**config.mk**
```make
export PLATFORM = sky130hd
export DESIGN_NAME = islip_crossbar_scheduler
export DESIGN_NICKNAME = d
export VERILOG_FILES = /design/src/rtl/core/isl_pkg.sv /design/src/rtl/core/islip_crossbar_scheduler.sv /design/src/rtl/core/isl_rr_arbiter.sv
export SDC_FILE = /design/constraint.sdc
export NUM_CORES = 1
export LEC_CHECK = 0
export ABC_AREA = 1
export CAP_MARGIN = 20
export CORE_MARGIN = 2
export CORE_UTILIZATION = 35
export DETAILED_ROUTE_END_ITERATION = 12
export DONT_BUFFER_PORTS = 1
export SLEW_MARGIN = 10
export SYNTH_ARGS = -nofsm -noshare
export SYNTH_HDL_FRONTEND = slang
export SYNTH_HIERARCHICAL = 1
export SYNTH_SLANG_ARGS = --single-unit
```
**constraint.sdc**
```tcl
create_clock -name aclk -period 11.3 [get_ports aclk]
set_clock_uncertainty 0.2 [all_clocks]
set_input_delay 1.13 -clock aclk [delete_from_list [all_inputs] [get_ports aclk]]
set_output_delay 1.13 -clock aclk [all_outputs]
set_load 0.01 [all_outputs]
```
**src/rtl/core/isl_pkg.sv**
```systemverilog
`timescale 1ns / 1ps
`default_nettype none
// ----------------------------------------------------------------------------
// iSLIP scheduler package
// Shared widths and the arbiter result type of the crossbar scheduler.
// ----------------------------------------------------------------------------
package isl_pkg;

    // Largest crossbar supported by the fixed-width fields.
    localparam int MAX_PORTS = 8;
    // Width of one port index in the match map.
    localparam int MAP_W     = 3;
    // Width of the request matrix field.
    localparam int REQ_W     = 64;
    // Width of the matched-inputs field.
    localparam int MATCH_W   = MAX_PORTS;
    // Width of the match map field.
    localparam int MAPF_W    = MAX_PORTS * MAP_W;
    // Width of the result tdata (fields packed, byte aligned).
    localparam int OUT_W     = 32;

    // Outcome of one round-robin arbiter.
    typedef struct packed {
        logic             valid;
        logic [MAP_W-1:0] idx;
    } arb_result_t;

endpackage : isl_pkg
`default_nettype wire

```
**src/rtl/core/islip_crossbar_scheduler.sv**
```systemverilog
`timescale 1ns / 1ps
`default_nettype none
// ----------------------------------------------------------------------------
// iSLIP crossbar scheduler
// Single-iteration iSLIP matcher for a PORTS x PORTS crossbar.
// ----------------------------------------------------------------------------
// Each item on the slave stream is one cell slot: a request matrix with bit
// input*PORTS+output set when that virtual output queue holds a cell. Bits
// at PORTS*PORTS and above are ignored. Every output grants the requesting
// input that comes first from its grant pointer, and every input accepts the
// granting output that comes first from its accept pointer. On an accepted
// grant the input's accept pointer moves one past the output and the
// output's grant pointer one past the input; nothing else moves them. Each
// item yields exactly one result item: matched_inputs (bit i set when input
// i was matched) and match_map (three bits per input holding its output,
// zero when unmatched; ports at or above PORTS read as zero). The block
// takes one item every clock cycle while the result stream is not stalled.
// The request is captured in an input register at the edge that accepts
// the item, and the grant arbiters and the accept arbiters settle between
// that register and the result register, which loads when the input stage
// advances. The pointers update on the same edge that loads the result, so
// the next slot already sees them. A stalled result holds the pipeline; the
// input side keeps accepting while the input stage can move.
// ----------------------------------------------------------------------------
module islip_crossbar_scheduler #(
    parameter int PORTS = 8
) (
    input  wire logic        aclk,
    input  wire logic        aresetn,
    // Slave stream, tdata bits: [63:0] request_matrix.
    input  wire logic        s_tvalid,
    output logic             s_tready,
    input  wire logic [63:0] s_tdata,
    // Master stream, tdata bits: [7:0] matched_inputs, [31:8] match_map.
    output logic             m_tvalid,
    input  wire logic        m_tready,
    output logic [31:0]      m_tdata
);
    import isl_pkg::*;

    localparam int PW = $clog2(PORTS);

    // Pipeline control.
    logic               in_vld_reg;
    logic               out_vld_reg;
    logic               advance;

    // Captured request matrix and registered result.
    logic [REQ_W-1:0]   req_reg;
    logic [OUT_W-1:0]   result_reg;
    logic [OUT_W-1:0]   result_next;

    // Pointers: one grant pointer per output, one accept pointer per input.
    logic [PORTS-1:0][PW-1:0] grant_ptr_reg;
    logic [PORTS-1:0][PW-1:0] grant_ptr_next;
    logic [PORTS-1:0][PW-1:0] accept_ptr_reg;
    logic [PORTS-1:0][PW-1:0] accept_ptr_next;

    // Arbiter request vectors and outcomes.
    logic [PORTS-1:0][PORTS-1:0] grant_req;
    logic [PORTS-1:0][PORTS-1:0] accept_req;
    arb_result_t                 grant_res  [PORTS];
    arb_result_t                 accept_res [PORTS];

    // Outputs taken by the current matching, one bit per output.
    logic [PORTS-1:0]            out_taken;

    function automatic logic [PW-1:0] ptr_inc(input logic [PW-1:0] p);
        if (p == PW'(PORTS - 1)) begin
            return '0;
        end
        return p + 1'b1;
    endfunction

    // The input stage moves on whenever the result stage is free or drains.
    assign advance  = in_vld_reg && (!out_vld_reg || m_tready);
    assign s_tready = !in_vld_reg || advance;
    assign m_tvalid = out_vld_reg;
    assign m_tdata  = result_reg;

    // Grant phase: output o looks at column o of the request matrix.
    always_comb begin
        grant_req = '0;
        for (int o = 0; o < PORTS; o++) begin
            for (int i = 0; i < PORTS; i++) begin
                grant_req[o][i] = req_reg[i * PORTS + o];
            end
        end
    end

    // Accept phase: input i sees the outputs that granted it.
    always_comb begin
        accept_req = '0;
        for (int i = 0; i < PORTS; i++) begin
            for (int o = 0; o < PORTS; o++) begin
                accept_req[i][o] = grant_res[o].valid && (grant_res[o].idx == MAP_W'(i));
            end
        end
    end

    for (genvar g = 0; g < PORTS; g++) begin : g_arb
        isl_rr_arbiter #(
            .N (PORTS)
        ) u_grant_arb (
            .req    (grant_req[g]),
            .ptr    (grant_ptr_reg[g]),
            .result (grant_res[g])
        );

        isl_rr_arbiter #(
            .N (PORTS)
        ) u_accept_arb (
            .req    (accept_req[g]),
            .ptr    (accept_ptr_reg[g]),
            .result (accept_res[g])
        );
    end

    // Result packing and pointer updates. An output is accepted by at most
    // one input, since it granted only one, so the updates never collide.
    always_comb begin
        result_next     = '0;
        out_taken       = '0;
        grant_ptr_next  = grant_ptr_reg;
        accept_ptr_next = accept_ptr_reg;
        for (int i = 0; i < PORTS; i++) begin
            if (accept_res[i].valid) begin
                result_next[i]                            = 1'b1;
                result_next[MATCH_W + MAP_W * i +: MAP_W] = accept_res[i].idx;
                out_taken[accept_res[i].idx[PW-1:0]]      = 1'b1;
                if (advance) begin
                    accept_ptr_next[i] = ptr_inc(accept_res[i].idx[PW-1:0]);
                end
            end
        end
        for (int o = 0; o < PORTS; o++) begin
            for (int i = 0; i < PORTS; i++) begin
                if (advance && accept_res[i].valid && (accept_res[i].idx == MAP_W'(o))) begin
                    grant_ptr_next[o] = ptr_inc(PW'(i));
                end
            end
        end
    end

    always_ff @(posedge aclk) begin
        if (!aresetn) begin
            in_vld_reg     <= 1'b0;
            out_vld_reg    <= 1'b0;
            grant_ptr_reg  <= '0;
            accept_ptr_reg <= '0;
        end else begin
            if (s_tready) begin
                in_vld_reg <= s_tvalid;
            end
            if (advance) begin
                out_vld_reg <= 1'b1;
            end else if (m_tready) begin
                out_vld_reg <= 1'b0;
            end
            grant_ptr_reg  <= grant_ptr_next;
            accept_ptr_reg <= accept_ptr_next;
        end
    end

    always_ff @(posedge aclk) begin
        if (s_tvalid && s_tready) begin
            req_reg <= s_tdata;
        end
        if (advance) begin
            result_reg <= result_next;
        end
    end

    // With both stages full and the result stalled, no new item may enter.
    assert property (@(posedge aclk) disable iff (!aresetn)
        (in_vld_reg && out_vld_reg && !m_tready) |-> !s_tready)
        else $error("input accepted while pipeline is full and stalled");

    // Pointers move only when a slot is actually scheduled.
    assert property (@(posedge aclk) disable iff (!aresetn)
        !advance |=> ($stable(grant_ptr_reg) && $stable(accept_ptr_reg)))
        else $error("pointers moved without a scheduled slot");

    // A result without matches carries an all-zero map.
    assert property (@(posedge aclk) disable iff (!aresetn)
        (m_tvalid && (m_tdata[7:0] == 8'd0)) |-> (m_tdata[31:8] == 24'd0))
        else $error("match map set for an empty matching");

    // Every matched input maps to a distinct output.
    assert property (@(posedge aclk) disable iff (!aresetn)
        advance |-> ($countones(out_taken) == $countones(result_next[MATCH_W-1:0])))
        else $error("two inputs matched to the same output");

endmodule : islip_crossbar_scheduler
`default_nettype wire

```
**src/rtl/core/isl_rr_arbiter.sv**
```systemverilog
`timescale 1ns / 1ps
`default_nettype none
// ----------------------------------------------------------------------------
// Round-robin arbiter
// Picks the first set request at or after the pointer, wrapping modulo N.
// ----------------------------------------------------------------------------
module isl_rr_arbiter #(
    parameter int N = 8
) (
    input  wire logic [N-1:0]                 req,
    input  wire logic [$clog2(N)-1:0]         ptr,
    output isl_pkg::arb_result_t              result
);
    import isl_pkg::*;

    localparam int IW = $clog2(N);

    // At most N narrow steps; the first hit wins.
    always_comb begin
        logic [IW:0] cand;
        logic        found;
        found  = 1'b0;
        cand   = '0;
        result = '0;
        for (int d = 0; d < N; d++) begin
            cand = {1'b0, ptr} + (IW+1)'(d);
            if (cand >= (IW+1)'(N)) begin
                cand = cand - (IW+1)'(N);
            end
            if (!found && req[cand[IW-1:0]]) begin
                found        = 1'b1;
                result.valid = 1'b1;
                result.idx   = MAP_W'(cand[IW-1:0]);
            end
        end
    end

endmodule : isl_rr_arbiter
`default_nettype wire

```
==> metrics.yaml <==
layout.nets: 3130
die_y_um: 237
ys_warn_count: 6
synthXorXnorAreaFrac: 0.0378
startpoint_type: "register"
synth_cell_types: 34
synth_compound_area_frac: 0.0485
finalMaxSlewViolations: 0
r2r_end: "grant_ptr_reg[12]$_SDFFE_PP0P_"
crit_fanout: 15
fin_crit_sh: 0.548
largest_reg_flops: 64
layout_commonest_cell: "nand2_1"
wl_um: 57200
synth_fa_ha_area_frac: 0.0525
rows: 85
met1_usage: 0.272
min_path_cells: 2
h-tree-depth: 4
drive_gt1_frac: 0.121
status: "completed"
drv_cap: 0
clock-sinks: 146
tightest_slew_ps: 932
cp.arrival_ps: 6380
setup_viol: 0
cts_tree: "built"
overflow: 0
syn_area_per_cell_um2: 6.28
viasPerCell: 5.21
postSynthCellCount: 3037
synth_fp_nets: 3185
yosysSeqAreaShare: 0.204
grt.total_usage: 0.204
fmax_mhz: 161
muxShareOfSynthArea: 0
final_antenna_net_count: 0
cts.path.max_buffers: 2
synthSimpleGateAreaFrac: 0.561
end_kind: "register"
tns_ps: 0
hold_violations: 0
drc: 0
grt_pass1_wl_um: 91800
met2_usage: 0.332
postCtsSetupRepairBufs: 0
port_buffers: 0
fillCellCount: 5833
ios: 102
dpl.hpwl_um: 46400
critPathKind: "reg -> reg"
max_stage_delay_ps: 710
rsz0062_at_grt: "false"
clk_latency_ps: 490
grt_use_met3: 0.0307
critical_path.endpoint: "grant_ptr_reg[12]$_SDFFE_PP0P_"
grt_pass1_vias: 17300
stdcell_area_mm2: 0.0200
reg2reg_depth: 37
fin_crit_ps: 6200
critPathSlowestCell: "dfxtp_1"
insertedDiodeCount: 0
numCtsBuffers: 17
antenna_found_initial: 0
cts-hold-fix-buffers: 0
post-route-util: 0.372
wl_per_cell_um: 15.5
clk_pin_slew_ps: 70
final_cell_mix: "921 x nand2_1, 554 x nand3_1, 356 x nor2_1"
grt_max_degree: 58
hold_ws_ps: 465
cts.repair.resized: 0
area_growth_pct: 4.96
rrSetupSlack_ps: 5100
worstPathRequired_ps: 11480
die_area_mm2: 0.0563
syn-cell-area_mm2: 0.0191
drt_iter0_markers: 1505
min_path_type: "reg -> reg"
core_mm2: 0.0538
r2r-start: "grant_ptr_reg[3]$_SDFFE_PP0P_"
cts_root_buf: "clkbuf_16"
busiest_layer: "met2"
synth_top_family_by_area: "simple AND/OR/NAND/NOR gates"
maxSlewHeadroom: 0.378
vias: 19200
synth_seq_cells: 146
crit_start: "grant_ptr_reg[3]$_SDFFE_PP0P_"
initial_utilization: 0.354
post_dp_cell_area_mm2: 0.0194
gp_congestion: 0.959
die_x_um: 237
dr.pass1.iters: 7
cpMostUsedCell: "nand2_1"
==> logic make-up after synthesis <==
logic type,Yosys count
AO/OA/AOI/OAI,120
buffers and inverters,418
AND/OR/NAND/NOR,2225
flip-flops,146
XOR/XNOR,48
adder cells (fa/ha/maj),80
==> layout make-up <==
cell class,count,area (um2),area share
repair buffers,3,22.5,0.00113
inverters,341,1280,0.0640
clock inverters,14,179,0.00894
flip-flops and latches,146,3880,0.194
multi-input cells,2473,13300,0.666
well taps,696,871,0.0435
clock buffers,18,439,0.0220
==> worst max-delay path: cells and delay by family, from the launching register on <==
kind	cells	cell delay (ps)
AOI/OAI and AO/OA	2	410
adders and majority gates	2	690
buffers and inverters	5	870
DFF	1	710
and+or+nand+nor	28	3220
==> worst min-delay path by stage <==
stage / start / to / slack (ps)
6_report: accept_ptr_reg[11]$_SDFFE_PN0P_ / accept_ptr_reg[11]$_SDFFE_PN0P_ / 470
5_1_grt: s_tdata[14] / req_reg[14]$_DFFE_PP_ / 500
4_1_cts: accept_ptr_reg[11]$_SDFFE_PN0P_ / accept_ptr_reg[11]$_SDFFE_PN0P_ / 470
3_5_place_dp: accept_ptr_reg[11]$_SDFFE_PN0P_ / accept_ptr_reg[11]$_SDFFE_PN0P_ / 460
3_3_place_gp: accept_ptr_reg[11]$_SDFFE_PN0P_ / accept_ptr_reg[11]$_SDFFE_PN0P_ / 450
2_1_floorplan: grant_ptr_reg[17]$_SDFFE_PP0P_ / grant_ptr_reg[17]$_SDFFE_PP0P_ / 240
==> routing by layer <==
metal,wire length (um),vias to the layer above
met5,0,-
met4,1650,0
met3,2860,74
met2,25800,530
met1,26800,8757
li1,-,9870
==> synthesized netlist by cell type <==
cell,instances,share of area
inv_2,49,0.0097
a21oi_1,39,0.010
nand2_1,921,0.18
nor2_1,356,0.070
nand3b_1,4,0.0016
or2_2,1,0.00033
clkbuf_1,4,0.00079
nand3_2,82,0.043
a21boi_0,5,0.0020
xnor2_4,16,0.023
edfxtp_1,96,0.15
nor2_2,16,0.0053
a31oi_1,23,0.0075
a21boi_1,3,0.0012
nand2_2,98,0.032
nand4_4,16,0.018
o21ai_0,30,0.0079
nor3_1,48,0.013
nor2_4,32,0.019
or3_1,1,0.00033
inv_1,292,0.058
nand3_1,554,0.15
a21oi_4,1,0.00085
buf_2,23,0.0060
o21ai_1,2,0.00053
buf_6,16,0.0095
and2_1,1,0.00033
nand4_1,95,0.031
xnor2_1,32,0.015
dfxtp_1,50,0.053
ha_1,80,0.053
buf_4,34,0.013
a31oi_4,16,0.018
o21bai_1,1,0.00039
==> through the flow <==
| stage | worst slack, ps | std cells |
|---|---|---|
| detailed placement | 5190 | 3659 |
| global placement | 5180 | 3659 |
| finish | 5100 | 3691 |
| global route | 4500 | 3691 |
| floorplan | 6860 | 3037 |
| CTS | 5180 | 3691 |
Power is not shown: default switching activity piles up to over one toggle a cycle in this logic, so the estimate is an artifact.
